==> src/rtl/core/cds_pkg.sv <==
// ----------------------------------------------------------------------------
// cds_pkg: shared types and helpers of the critically damped smoother
// Sequencer states, serial unit request/response and saturation helpers.
// ----------------------------------------------------------------------------
package cds_pkg;

    localparam int FRACTION_BITS_DEF = 16;
    localparam int WORD_W            = 64;
    localparam int SERIAL_STEPS      = 64;
    localparam int STEP_CNT_W        = $clog2(SERIAL_STEPS + 1);
    localparam int CFG_INDEX_W       = 1;
    localparam int CFG_DATA_W        = 32;

    localparam logic [CFG_INDEX_W-1:0] REG_SETTLE_TIME = 1'b0;
    localparam logic [CFG_INDEX_W-1:0] REG_SPEED_CAP   = 1'b1;

    typedef enum logic {
        OP_MUL,
        OP_DIV
    } cds_op_t;

    typedef enum logic [3:0] {
        S_IDLE,
        S_OMEGA,
        S_X,
        S_X2,
        S_X3,
        S_T1,
        S_T2,
        S_DECAY,
        S_MAXC,
        S_P1,
        S_TEMP,
        S_P2,
        S_NVEL,
        S_P3,
        S_OUT
    } cds_state_t;

    // request to the serial unit; for a divide a is the divisor, b the dividend
    typedef struct packed {
        logic              start;
        cds_op_t           op;
        logic [WORD_W-1:0] a;
        logic [WORD_W-1:0] b;
    } cds_req_t;

    // response: full product, or quotient in the low half
    typedef struct packed {
        logic                done;
        logic [2*WORD_W-1:0] prod;
    } cds_rsp_t;

    localparam logic signed [WORD_W-1:0] WIDE_LIM = 64'sd1 <<< 62;

    function automatic logic signed [WORD_W-1:0] sat_wide(input logic signed [WORD_W-1:0] v);
        logic signed [WORD_W-1:0] r;
        r = v;
        if (v > WIDE_LIM)
        begin
            r = WIDE_LIM;
        end
        else if (v < -WIDE_LIM)
        begin
            r = -WIDE_LIM;
        end
        return r;
    endfunction

    function automatic logic signed [31:0] sat32(input logic signed [WORD_W-1:0] v);
        logic signed [31:0] r;
        r = v[31:0];
        if (v > 64'sd2147483647)
        begin
            r = 32'sh7fffffff;
        end
        else if (v < -64'sd2147483648)
        begin
            r = 32'sh80000000;
        end
        return r;
    endfunction

endpackage

==> src/rtl/core/cds_in_if.sv <==
// ----------------------------------------------------------------------------
// cds_in_if: input request channel
// Valid/ready channel carrying goal and elapsed time.
// ----------------------------------------------------------------------------
interface cds_in_if;
    logic               valid;
    logic               ready;
    logic signed [31:0] goal;
    logic [23:0]        elapsed;

    modport source (output valid, output goal, output elapsed, input ready);
    modport sink   (input valid, input goal, input elapsed, output ready);
endinterface

==> src/rtl/core/cds_out_if.sv <==
// ----------------------------------------------------------------------------
// cds_out_if: result request channel
// Valid/ready channel carrying position, speed and the snap flag.
// ----------------------------------------------------------------------------
interface cds_out_if;
    logic               valid;
    logic               ready;
    logic signed [31:0] position;
    logic signed [31:0] speed;
    logic               snapped;

    modport source (output valid, output position, output speed, output snapped, input ready);
    modport sink   (input valid, input position, input speed, input snapped, output ready);
endinterface

==> src/rtl/core/cds_serial_unit.sv <==
// ----------------------------------------------------------------------------
// cds_serial_unit: bit-serial multiplier and restoring divider
// One operand bit per cycle, 64 steps per operation, shared registers.
// ----------------------------------------------------------------------------
module cds_serial_unit
    import cds_pkg::*;
(
    input  logic     clk,
    input  logic     rst_n,
    input  cds_req_t req,
    output cds_rsp_t rsp
);

    logic [WORD_W-1:0]     hi_reg, hi_next;
    logic [WORD_W-1:0]     lo_reg, lo_next;
    logic [WORD_W-1:0]     a_reg, a_next;
    cds_op_t               op_reg, op_next;
    logic [STEP_CNT_W-1:0] cnt_reg, cnt_next;
    logic                  busy_reg, busy_next;
    logic                  done_reg, done_next;

    logic [WORD_W:0]       sum;
    logic [WORD_W:0]       addend;
    logic [WORD_W:0]       rem;
    logic [WORD_W+1:0]     diff;
    logic                  ge;

    always_comb
    begin
        sum    = {1'b0, hi_reg} + {1'b0, a_reg};
        addend = lo_reg[0] ? sum : {1'b0, hi_reg};
        rem    = {hi_reg, lo_reg[WORD_W-1]};
        diff   = {1'b0, rem} - {2'b00, a_reg};
        ge     = !diff[WORD_W+1];

        hi_next   = hi_reg;
        lo_next   = lo_reg;
        a_next    = a_reg;
        op_next   = op_reg;
        cnt_next  = cnt_reg;
        busy_next = busy_reg;
        done_next = 1'b0;

        if (req.start && !busy_reg)
        begin
            hi_next   = '0;
            lo_next   = req.b;
            a_next    = req.a;
            op_next   = req.op;
            cnt_next  = STEP_CNT_W'(SERIAL_STEPS);
            busy_next = 1'b1;
        end
        else if (busy_reg)
        begin
            case (op_reg)
                OP_MUL:
                begin
                    // add multiplicand on a set bit, shift the pair right
                    hi_next = addend[WORD_W:1];
                    lo_next = {addend[0], lo_reg[WORD_W-1:1]};
                end
                OP_DIV:
                begin
                    // shift dividend bit into remainder, subtract when it fits
                    hi_next = ge ? diff[WORD_W-1:0] : rem[WORD_W-1:0];
                    lo_next = {lo_reg[WORD_W-2:0], ge};
                end
                default:
                begin
                    hi_next = hi_reg;
                end
            endcase
            cnt_next = cnt_reg - 1'b1;
            if (cnt_reg == STEP_CNT_W'(1))
            begin
                busy_next = 1'b0;
                done_next = 1'b1;
            end
        end
    end

    always_ff @(posedge clk or negedge rst_n)
    begin
        if (!rst_n)
        begin
            busy_reg <= 1'b0;
            done_reg <= 1'b0;
            cnt_reg  <= '0;
            op_reg   <= OP_MUL;
        end
        else
        begin
            busy_reg <= busy_next;
            done_reg <= done_next;
            cnt_reg  <= cnt_next;
            op_reg   <= op_next;
        end
    end

    always_ff @(posedge clk)
    begin
        hi_reg <= hi_next;
        lo_reg <= lo_next;
        a_reg  <= a_next;
    end

    assign rsp.done = done_reg;
    assign rsp.prod = {hi_reg, lo_reg};

endmodule

==> src/rtl/core/critically_damped_smoother_top.sv <==
// ----------------------------------------------------------------------------
// critically_damped_smoother_top: critically damped spring smoother
// Sequencer around one shared bit-serial multiply/divide unit.
// ----------------------------------------------------------------------------
// Each input request (goal, elapsed) moves the kept position and velocity one
// critically damped spring step toward goal and returns one result request
// (position, speed, snapped). The work runs as 13 serial operations (two
// divides, eleven multiplies) on one bit-serial unit that retires one operand
// bit per cycle; a new request is taken as soon as the previous result has
// been loaded into the output register. The settle time and speed cap
// registers are to be written through the plain write port only while idle;
// the user must keep to this, as the block itself does not enforce it. Values
// are Q(FRACTION_BITS) fixed point and all results saturate.
// ----------------------------------------------------------------------------
module critically_damped_smoother_top
    import cds_pkg::*;
#(
    parameter int FRACTION_BITS = FRACTION_BITS_DEF
)
(
    input  logic                   clk,
    input  logic                   rst_n,
    cds_in_if.sink                 in_ch,
    cds_out_if.source              out_ch,
    input  logic                   cfg_we,
    input  logic [CFG_INDEX_W-1:0] cfg_index,
    input  logic [CFG_DATA_W-1:0]  cfg_data
);

    // fixed-point constants at the chosen fraction width
    localparam logic [WORD_W-1:0] ONE     = 64'd1 << FRACTION_BITS;
    localparam logic [WORD_W-1:0] ONE_2F  = 64'd1 << (2 * FRACTION_BITS);
    localparam logic [WORD_W-1:0] TWO_2F  = 64'd2 << (2 * FRACTION_BITS);
    localparam logic [WORD_W-1:0] X_CAP   = 64'd4096 << FRACTION_BITS;
    localparam logic [WORD_W-1:0] C_048   = (64'd48 * ONE + 64'd50) / 64'd100;
    localparam logic [WORD_W-1:0] C_0235  = (64'd235 * ONE + 64'd500) / 64'd1000;
    localparam logic [WORD_W-1:0] MAG_LIM = 64'd1 << 62;
    localparam logic [23:0]       MIN_SMOOTH = 24'd7;

    // configuration registers
    logic [23:0]              settle_time_reg;
    logic [31:0]              speed_cap_reg;

    // kept state
    logic signed [31:0]       cur_pos_reg, cur_pos_next;
    logic signed [31:0]       cur_vel_reg, cur_vel_next;

    // sequencer
    cds_state_t               state_reg, state_next;
    logic                     phase_reg, phase_next;
    logic                     neg_reg, neg_next;

    // per-request working registers
    logic signed [31:0]       goal_reg, goal_next;
    logic [23:0]              dt_reg, dt_next;
    logic [WORD_W-1:0]        omega_reg, omega_next;
    logic [WORD_W-1:0]        x_reg, x_next;
    logic [WORD_W-1:0]        x2_reg, x2_next;
    logic [WORD_W-1:0]        x3_reg, x3_next;
    logic [WORD_W-1:0]        den_reg, den_next;
    logic [WORD_W-1:0]        decay_reg, decay_next;
    logic signed [WORD_W-1:0] change_reg, change_next;
    logic signed [WORD_W-1:0] acc_reg, acc_next;
    logic signed [WORD_W-1:0] temp_reg, temp_next;
    logic signed [WORD_W-1:0] a3_reg, a3_next;
    logic signed [WORD_W-1:0] nvel_reg, nvel_next;
    logic signed [WORD_W-1:0] pos_reg, pos_next;

    // output register
    logic                     out_valid_reg, out_valid_next;
    logic signed [31:0]       out_pos_reg, out_pos_next;
    logic signed [31:0]       out_spd_reg, out_spd_next;
    logic                     out_snap_reg, out_snap_next;

    cds_req_t                 req;
    cds_rsp_t                 rsp;

    logic [23:0]              st;
    logic signed [WORD_W-1:0] sop;
    logic [WORD_W-1:0]        sop_mag;
    logic [2*WORD_W-1:0]      prod_sh;
    logic [WORD_W-1:0]        u_res;
    logic [WORD_W-1:0]        mag_res;
    logic signed [WORD_W-1:0] s_res;
    logic signed [WORD_W-1:0] maxc_s;
    logic signed [WORD_W-1:0] goal_w;
    logic signed [WORD_W-1:0] cur_w;
    logic signed [WORD_W-1:0] vel_w;
    logic signed [WORD_W-1:0] tgt;
    logic                     snap;
    logic                     in_accept;
    logic                     out_load;

    cds_serial_unit u_serial
    (
        .clk   (clk),
        .rst_n (rst_n),
        .req   (req),
        .rsp   (rsp)
    );

    // configuration writes
    always_ff @(posedge clk or negedge rst_n)
    begin
        if (!rst_n)
        begin
            settle_time_reg <= 24'd16384;
            speed_cap_reg   <= 32'hffffffff;
        end
        else if (cfg_we)
        begin
            case (cfg_index)
                REG_SETTLE_TIME: settle_time_reg <= cfg_data[23:0];
                REG_SPEED_CAP:   speed_cap_reg   <= cfg_data;
                default:         speed_cap_reg   <= speed_cap_reg;
            endcase
        end
    end

    always_comb
    begin
        // tiny smooth times are raised to the minimum
        st     = (settle_time_reg < MIN_SMOOTH) ? MIN_SMOOTH : settle_time_reg;
        goal_w = WORD_W'(goal_reg);
        cur_w  = WORD_W'(cur_pos_reg);
        vel_w  = WORD_W'(cur_vel_reg);
        tgt    = cur_w - change_reg;

        // operand selection for the current serial operation
        req.op = OP_MUL;
        req.a  = '0;
        req.b  = '0;
        sop    = '0;
        case (state_reg)
            S_OMEGA:
            begin
                req.op = OP_DIV;
                req.a  = WORD_W'(st);
                req.b  = TWO_2F;
            end
            S_X:     begin req.a = omega_reg; req.b = WORD_W'(dt_reg); end
            S_X2:    begin req.a = x_reg;     req.b = x_reg;           end
            S_X3:    begin req.a = x2_reg;    req.b = x_reg;           end
            S_T1:    begin req.a = C_048;     req.b = x2_reg;          end
            S_T2:    begin req.a = C_0235;    req.b = x3_reg;          end
            S_DECAY:
            begin
                req.op = OP_DIV;
                req.a  = den_reg;
                req.b  = ONE_2F;
            end
            S_MAXC:  begin req.a = WORD_W'(speed_cap_reg); req.b = WORD_W'(st); end
            S_P1:    begin sop = change_reg; req.b = omega_reg;        end
            S_TEMP:  begin sop = acc_reg;    req.b = WORD_W'(dt_reg);  end
            S_P2:    begin sop = temp_reg;   req.b = omega_reg;        end
            S_NVEL:  begin sop = acc_reg;    req.b = decay_reg;        end
            S_P3:    begin sop = a3_reg;     req.b = decay_reg;        end
            default: req.op = OP_MUL;
        endcase
        sop_mag = (sop < 0) ? WORD_W'(-sop) : WORD_W'(sop);
        if (state_reg == S_P1 || state_reg == S_TEMP || state_reg == S_P2 ||
            state_reg == S_NVEL || state_reg == S_P3)
        begin
            req.a = sop_mag;
        end
        req.start = (state_reg != S_IDLE) && (state_reg != S_OUT) && !phase_reg;

        // scale product down, saturate unsigned, then clamp signed magnitude
        prod_sh = rsp.prod >> FRACTION_BITS;
        u_res   = (|prod_sh[2*WORD_W-1:WORD_W]) ? '1 : prod_sh[WORD_W-1:0];
        mag_res = (u_res > MAG_LIM) ? MAG_LIM : u_res;
        s_res   = neg_reg ? -$signed(mag_res) : $signed(mag_res);
        maxc_s  = $signed(u_res);

        // overshoot guard
        snap = ((goal_w > cur_w) == (pos_reg > goal_w));

        in_accept = in_ch.valid && (state_reg == S_IDLE);
        out_load  = (state_reg == S_OUT) && (!out_valid_reg || out_ch.ready);

        state_next   = state_reg;
        phase_next   = phase_reg;
        neg_next     = neg_reg;
        goal_next    = goal_reg;
        dt_next      = dt_reg;
        omega_next   = omega_reg;
        x_next       = x_reg;
        x2_next      = x2_reg;
        x3_next      = x3_reg;
        den_next     = den_reg;
        decay_next   = decay_reg;
        change_next  = change_reg;
        acc_next     = acc_reg;
        temp_next    = temp_reg;
        a3_next      = a3_reg;
        nvel_next    = nvel_reg;
        pos_next     = pos_reg;
        cur_pos_next = cur_pos_reg;
        cur_vel_next = cur_vel_reg;
        out_pos_next = out_pos_reg;
        out_spd_next = out_spd_reg;
        out_snap_next  = out_snap_reg;
        out_valid_next = out_valid_reg && !out_ch.ready;

        if (req.start)
        begin
            phase_next = 1'b1;
            neg_next   = (sop < 0);
        end

        case (state_reg)
            S_IDLE:
            begin
                if (in_accept)
                begin
                    goal_next   = in_ch.goal;
                    dt_next     = in_ch.elapsed;
                    change_next = cur_w - WORD_W'(in_ch.goal);
                    state_next  = S_OMEGA;
                end
            end
            S_OUT:
            begin
                if (out_load)
                begin
                    out_valid_next = 1'b1;
                    out_snap_next  = snap;
                    cur_pos_next   = snap ? goal_reg : sat32(pos_reg);
                    cur_vel_next   = snap ? 32'sd0 : sat32(nvel_reg);
                    out_pos_next   = cur_pos_next;
                    out_spd_next   = cur_vel_next;
                    state_next     = S_IDLE;
                end
            end
            default:
            begin
                if (rsp.done)
                begin
                    phase_next = 1'b0;
                    case (state_reg)
                        S_OMEGA:
                        begin
                            omega_next = rsp.prod[WORD_W-1:0];
                            state_next = S_X;
                        end
                        S_X:
                        begin
                            x_next     = (u_res > X_CAP) ? X_CAP : u_res;
                            state_next = S_X2;
                        end
                        S_X2:    begin x2_next = u_res; state_next = S_X3; end
                        S_X3:    begin x3_next = u_res; state_next = S_T1; end
                        S_T1:
                        begin
                            den_next   = ONE + x_reg + u_res;
                            state_next = S_T2;
                        end
                        S_T2:
                        begin
                            den_next   = den_reg + u_res;
                            state_next = S_DECAY;
                        end
                        S_DECAY:
                        begin
                            decay_next = rsp.prod[WORD_W-1:0];
                            state_next = S_MAXC;
                        end
                        S_MAXC:
                        begin
                            // limit distance to speed cap times settle time
                            if (change_reg > maxc_s)
                            begin
                                change_next = maxc_s;
                            end
                            else if (change_reg < -maxc_s)
                            begin
                                change_next = -maxc_s;
                            end
                            state_next = S_P1;
                        end
                        S_P1:
                        begin
                            acc_next   = sat_wide(vel_w + s_res);
                            state_next = S_TEMP;
                        end
                        S_TEMP:
                        begin
                            temp_next  = s_res;
                            a3_next    = sat_wide(change_reg + s_res);
                            state_next = S_P2;
                        end
                        S_P2:
                        begin
                            acc_next   = sat_wide(vel_w - s_res);
                            state_next = S_NVEL;
                        end
                        S_NVEL:
                        begin
                            nvel_next  = s_res;
                            state_next = S_P3;
                        end
                        S_P3:
                        begin
                            pos_next   = sat_wide(tgt + s_res);
                            state_next = S_OUT;
                        end
                        default: state_next = S_IDLE;
                    endcase
                end
            end
        endcase
    end

    always_ff @(posedge clk or negedge rst_n)
    begin
        if (!rst_n)
        begin
            state_reg     <= S_IDLE;
            phase_reg     <= 1'b0;
            out_valid_reg <= 1'b0;
            cur_pos_reg   <= '0;
            cur_vel_reg   <= '0;
        end
        else
        begin
            state_reg     <= state_next;
            phase_reg     <= phase_next;
            out_valid_reg <= out_valid_next;
            cur_pos_reg   <= cur_pos_next;
            cur_vel_reg   <= cur_vel_next;
        end
    end

    always_ff @(posedge clk)
    begin
        neg_reg      <= neg_next;
        goal_reg     <= goal_next;
        dt_reg       <= dt_next;
        omega_reg    <= omega_next;
        x_reg        <= x_next;
        x2_reg       <= x2_next;
        x3_reg       <= x3_next;
        den_reg      <= den_next;
        decay_reg    <= decay_next;
        change_reg   <= change_next;
        acc_reg      <= acc_next;
        temp_reg     <= temp_next;
        a3_reg       <= a3_next;
        nvel_reg     <= nvel_next;
        pos_reg      <= pos_next;
        out_pos_reg  <= out_pos_next;
        out_spd_reg  <= out_spd_next;
        out_snap_reg <= out_snap_next;
    end

    assign in_ch.ready     = (state_reg == S_IDLE);
    assign out_ch.valid    = out_valid_reg;
    assign out_ch.position = out_pos_reg;
    assign out_ch.speed    = out_spd_reg;
    assign out_ch.snapped  = out_snap_reg;

endmodule
==> src/flat_wrapper.sv <==
// flat-port wrapper written by rule: the top's interface ports become plain ports
module critically_damped_smoother_top_flat import cds_pkg::*;
#(
    parameter int FRACTION_BITS = FRACTION_BITS_DEF
)
  (clk, rst_n, cfg_we, cfg_index, cfg_data, in_ch_valid, in_ch_goal, in_ch_elapsed, in_ch_ready, out_ch_valid, out_ch_position, out_ch_speed, out_ch_snapped, out_ch_ready);
  cds_in_if in_ch_i ();
  cds_out_if out_ch_i ();
  input  logic clk;
  input  logic rst_n;
  input  logic cfg_we;
  input  logic [CFG_INDEX_W-1:0] cfg_index;
  input  logic [CFG_DATA_W-1:0] cfg_data;
  input wire logic [$bits(in_ch_i.valid)-1:0] in_ch_valid;
  input wire logic [$bits(in_ch_i.goal)-1:0] in_ch_goal;
  input wire logic [$bits(in_ch_i.elapsed)-1:0] in_ch_elapsed;
  output wire logic [$bits(in_ch_i.ready)-1:0] in_ch_ready;
  output wire logic [$bits(out_ch_i.valid)-1:0] out_ch_valid;
  output wire logic [$bits(out_ch_i.position)-1:0] out_ch_position;
  output wire logic [$bits(out_ch_i.speed)-1:0] out_ch_speed;
  output wire logic [$bits(out_ch_i.snapped)-1:0] out_ch_snapped;
  input wire logic [$bits(out_ch_i.ready)-1:0] out_ch_ready;
  assign in_ch_i.valid = in_ch_valid;
  assign in_ch_i.goal = in_ch_goal;
  assign in_ch_i.elapsed = in_ch_elapsed;
  assign in_ch_ready = in_ch_i.ready;
  assign out_ch_valid = out_ch_i.valid;
  assign out_ch_position = out_ch_i.position;
  assign out_ch_speed = out_ch_i.speed;
  assign out_ch_snapped = out_ch_i.snapped;
  assign out_ch_i.ready = out_ch_ready;
  critically_damped_smoother_top #(.FRACTION_BITS(FRACTION_BITS)) u_core (.clk(clk), .rst_n(rst_n), .in_ch(in_ch_i), .out_ch(out_ch_i), .cfg_we(cfg_we), .cfg_index(cfg_index), .cfg_data(cfg_data));
endmodule
==> config.mk <==
export PLATFORM = sky130hd
export DESIGN_NAME = critically_damped_smoother_top_flat
export DESIGN_NICKNAME = d
export VERILOG_FILES = /design/src/rtl/core/cds_pkg.sv /design/src/rtl/core/cds_in_if.sv /design/src/rtl/core/cds_out_if.sv /design/src/rtl/core/cds_serial_unit.sv /design/src/rtl/core/critically_damped_smoother_top.sv /design/src/flat_wrapper.sv
export SDC_FILE = /design/constraint.sdc
export NUM_CORES = 2
export LEC_CHECK = 0
export ABC_AREA = 1
export ABC_CLOCK_PERIOD_IN_PS = 10000
export BUFFER_PORTS_ARGS = -buffer_cell sky130_fd_sc_hd__buf_2
export CORE_UTILIZATION = 35
export CTS_CLUSTER_DIAMETER = 150
export DETAILED_ROUTE_END_ITERATION = 10
export PLACE_DENSITY_LB_ADDON = 0.05
export SLEW_MARGIN = 20
export SYNTH_ARGS = -nofsm -noshare
export SYNTH_HDL_FRONTEND = slang
export SYNTH_SLANG_ARGS = --single-unit
==> constraint.sdc <==
create_clock -name clk -period 10 [get_ports clk]
set_clock_uncertainty 0.05 [all_clocks]
set_input_delay 2 -clock clk [delete_from_list [all_inputs] [get_ports clk]]
set_output_delay 2 -clock clk [all_outputs]
set_load 0.01 [all_outputs]
==> impl_metrics.tcl <==
set metrics [dict create \
    clkPwrFrac_pct 19.2 \
    clk_latency_ns 0.93 \
    cp.required_ns 10.64 \
    hold_start "u_core.u_serial.lo_reg[2]" \
    syn-cell-area_mm2 0.1039 \
    ios 161 \
    p_sw_mw 16.42 \
    die_w_um 546.8 \
    synth_cells 13953 \
    dieArea_mm2 0.2990 \
    io_buffers 160 \
    path_max_fanout 36 \
    grt_max_degree 86 \
    regArea_mm2 0.03530 \
    synthFlopType "edfxtp_1" \
    vias 105923 \
    grt_overflow 0 \
    syn_to_final_growth_pct 12.15 \
    slowest_delay_ns 0.90 \
    clock_path_buffers 4 \
    maxSlewViolCount 0 \
    synth_edf_count 1018 \
    finalSetupTns_ns 0 \
    drt_iter0_drc 13069 \
    crit_arrival_ns 10.34 \
    antenna_found_initial 36 \
    pwr-share-seq_pct 24.7 \
    finalPower_mw 31.16 \
    hpwl_mm 469.0 \
    synth.distinct_cells 83 \
    holdPathStages 0 \
    die_h_um 546.8 \
    core_mm2 0.2946 \
    postRouteAntennaNets 0 \
    fin_crit_ns 9.697 \
    dp_cells 18026 \
    nFillCells 31005 \
    drtPass1Iterations 6 \
    drt_wl_total_mm 574.4 \
    syn_avg_cell_area_um2 7.446 \
    grt_setup_unrepaired "false" \
    regToRegSetupSlack_ns 0.30 \
    grt_usage_pct 37.27 \
    drt-vias-per-instance 5.774 \
    multi_input_area_mm2 0.05975 \
    fmax_mhz 103.1 \
    synth_warnings 0 \
    cp_num_buf_inv 7 \
    htree_levels 4 \
    gp_congestion 1.099 \
    ys_seq_elements 1218 \
    rr_endpoint "u_core.pos_reg[51]" \
    wire_per_inst_um 31.31 \
    cpMostUsedCell "nand2_1" \
    nets 15335 \
    vdd_ir_drop_max_mv 0.2521 \
    critical_path_class "reg2reg" \
    grt_pass1_wl_mm 790.9 \
    worst_pin_slew_ns 1.360 \
    power_density_mw_per_mm2 267.4 \
    initial_core_util_pct 35.27 \
    holdBufCountCts 0 \
    hold_end "u_core.decay_reg[2]" \
    final_core_util_pct 39.56 \
    finalCritPeriodShare_pct 96.97 \
    cts_inserted_buffers 161 \
    clock_sinks 1218 \
    instances_no_fill 18346 \
    rows 199 \
    finalSetupViolCount 0 \
    cts_tree "done" \
    hold_viol 0 \
    slew_headroom_pct 9.334 \
    rr_startpoint "u_core.u_serial.hi_reg[44]" \
    yosysSeqAreaShare_pct 33.97 \
    power_frac_comb_pct 56.1 \
    power_switching_share_pct 52.71 \
    intPower_mw 14.74 \
    drive_gt1_share_pct 7.510 \
    root_buffer "clkbuf_16" \
    critPathLaunchType "register" \
    worstHoldPathType "reg2reg" \
    pre_cts_ws_ns 0.1011 \
    drc 0 \
    cpMaxStageDelayCell "nor4_2" \
    outcome "finished clean" \
    drv_cap 0 \
    leakage_nw 51.56 \
    synthArstFlopShare_pct 11.17 \
    worst_slack_ns 0.3033 \
    grt_pass1_vias 100962 \
    endpoint_kind "register" \
    worstRegToRegCells 37 \
    crit_family "simple AND/OR/NAND/NOR gates" \
    clkTransAtPathRegs_ns 0.06 \
]
## kinds of logic (layout without fill, tap and decap cells)
kind of cell / Yosys count / count (layout) / synth area share (%)
other: 1 / 54 / 0.003610
DFF: 1218 / 1218 / 33.97
AOI/OAI and AO/OA: 3256 / 3256 / 18.25
muxes: 9 / 9 / 0.09755
xor gates and xnor gates: 416 / 416 / 3.521
and+or+nand+nor: 5638 / 5638 / 22.90
buffers and inverters: 2450 / 2871 / 9.122
adders and majority gates: 965 / 965 / 12.13
## worst register-to-register path: cells and delay by family, from the launching register on
family / cells / cell delay, ns
simple gates: 26 / 5.77
compound gates: 1 / 0.33
flops: 1 / 0.36
buf+inv: 7 / 1.66
xor+xnor: 1 / 0.38
fa+ha+maj: 2 / 0.96
## power groups by stage
stage / registers [mW] / clock network, mW / logic [mW]
3_5_place_dp: 7.71 / 0 / 17.0
3_3_place_gp: 7.70 / 0 / 17.1
5_1_grt: 7.68 / 6.24 / 18.7
6_report: 7.68 / 5.99 / 17.5
2_1_floorplan: 7.20 / 0 / 10.3
4_1_cts: 7.62 / 6.08 / 17.1
## worst max-delay path by stage
stage / start / to / slack [ns] / depth (start not counted)
floorplan: u_core.u_serial.hi_reg[43] / u_core.pos_reg[9] / 2.61 / 52
global placement: u_core.u_serial.hi_reg[28] / u_core.pos_reg[28] / 0.02 / 39
detailed placement: u_core.u_serial.hi_reg[43] / u_core.pos_reg[51] / 0.10 / 39
CTS: u_core.u_serial.hi_reg[43] / u_core.pos_reg[51] / 0.03 / 39
global route: u_core.u_serial.hi_reg[43] / u_core.pos_reg[52] / 0.05 / 47
finish: u_core.u_serial.hi_reg[44] / u_core.pos_reg[51] / 0.30 / 37
## cell type report
type / count / share of cell area [%]
diodes: 19 / 0.04081
clock inverters: 89 / 0.7421
well taps: 3919 / 4.209
repair buffers: 498 / 2.955
clock buffers: 206 / 3.770
flip-flops and latches: 1218 / 30.30
inverters: 2078 / 6.703
multi-input cells: 10319 / 51.28
## cells in the mapped netlist, types with 149 or more instances
| cell type | count | share of area, % |
|---|---|---|
| o21ai_0 | 1093 | 5.3 |
| nand2_1 | 2817 | 10 |
| nand4_1 | 187 | 1.1 |
| a21oi_1 | 1172 | 5.6 |
| a221oi_1 | 161 | 1.4 |
| clkbuf_1 | 277 | 1.0 |
| nor2_1 | 1542 | 5.6 |
| a31oi_1 | 149 | 0.90 |
| inv_1 | 2057 | 7.4 |
| edfxtp_1 | 1018 | 29 |
| nand3_1 | 641 | 3.1 |
| ha_1 | 894 | 11 |
| xor2_1 | 309 | 2.6 |
| nor3_1 | 149 | 0.72 |
## placed cells by master (no fill, tap or decap), drive strengths merged, types with 105 or more instances in the layout
cell and n:
o211ai 118, nand3 675, inv 2087, xnor2 105
ha 894, nor3 156, o21ai 1109, nand2 2831
a31oi 149, xor2 311, nor2 1584, edfxtp 1018
buf 494, a221oi 161, clkbuf 210, nand4 188
a21oi 1232
## stage by stage
| stage | hold slack (ns) | cell area (um^2) |
|---|---|---|
| 5_1_grt | 0.4497 | 116500 |
| 6_report | 0.4242 | 116500 |
| 3_5_place_dp | 0.4216 | 111100 |
| 4_1_cts | 0.4166 | 116300 |
| 2_1_floorplan | 0.3817 | 104000 |
| 3_3_place_gp | 0.4069 | 111000 |
## metal layers
layer / GRT usage [%] / vias up / share of wire [%]
met2: 58.91 / 5330 / 44
met3: 7.032 / 1134 / 8.2
li1: - / 47963 / -
met1: 47.29 / 51480 / 41
met5: 0 / - / 0.021
met4: 22.07 / 16 / 6.9
## timing repair
| action | in CTS | in global routing |
|---|---|---|
| gates resized for setup | 0 | 12 |
| endpoints found under the hold margin | 0 | 0 |
| setup endpoints to repair | 0 | 110 |
| setup buffers | 0 | 0 |
(Power assumes the default switching activity.)
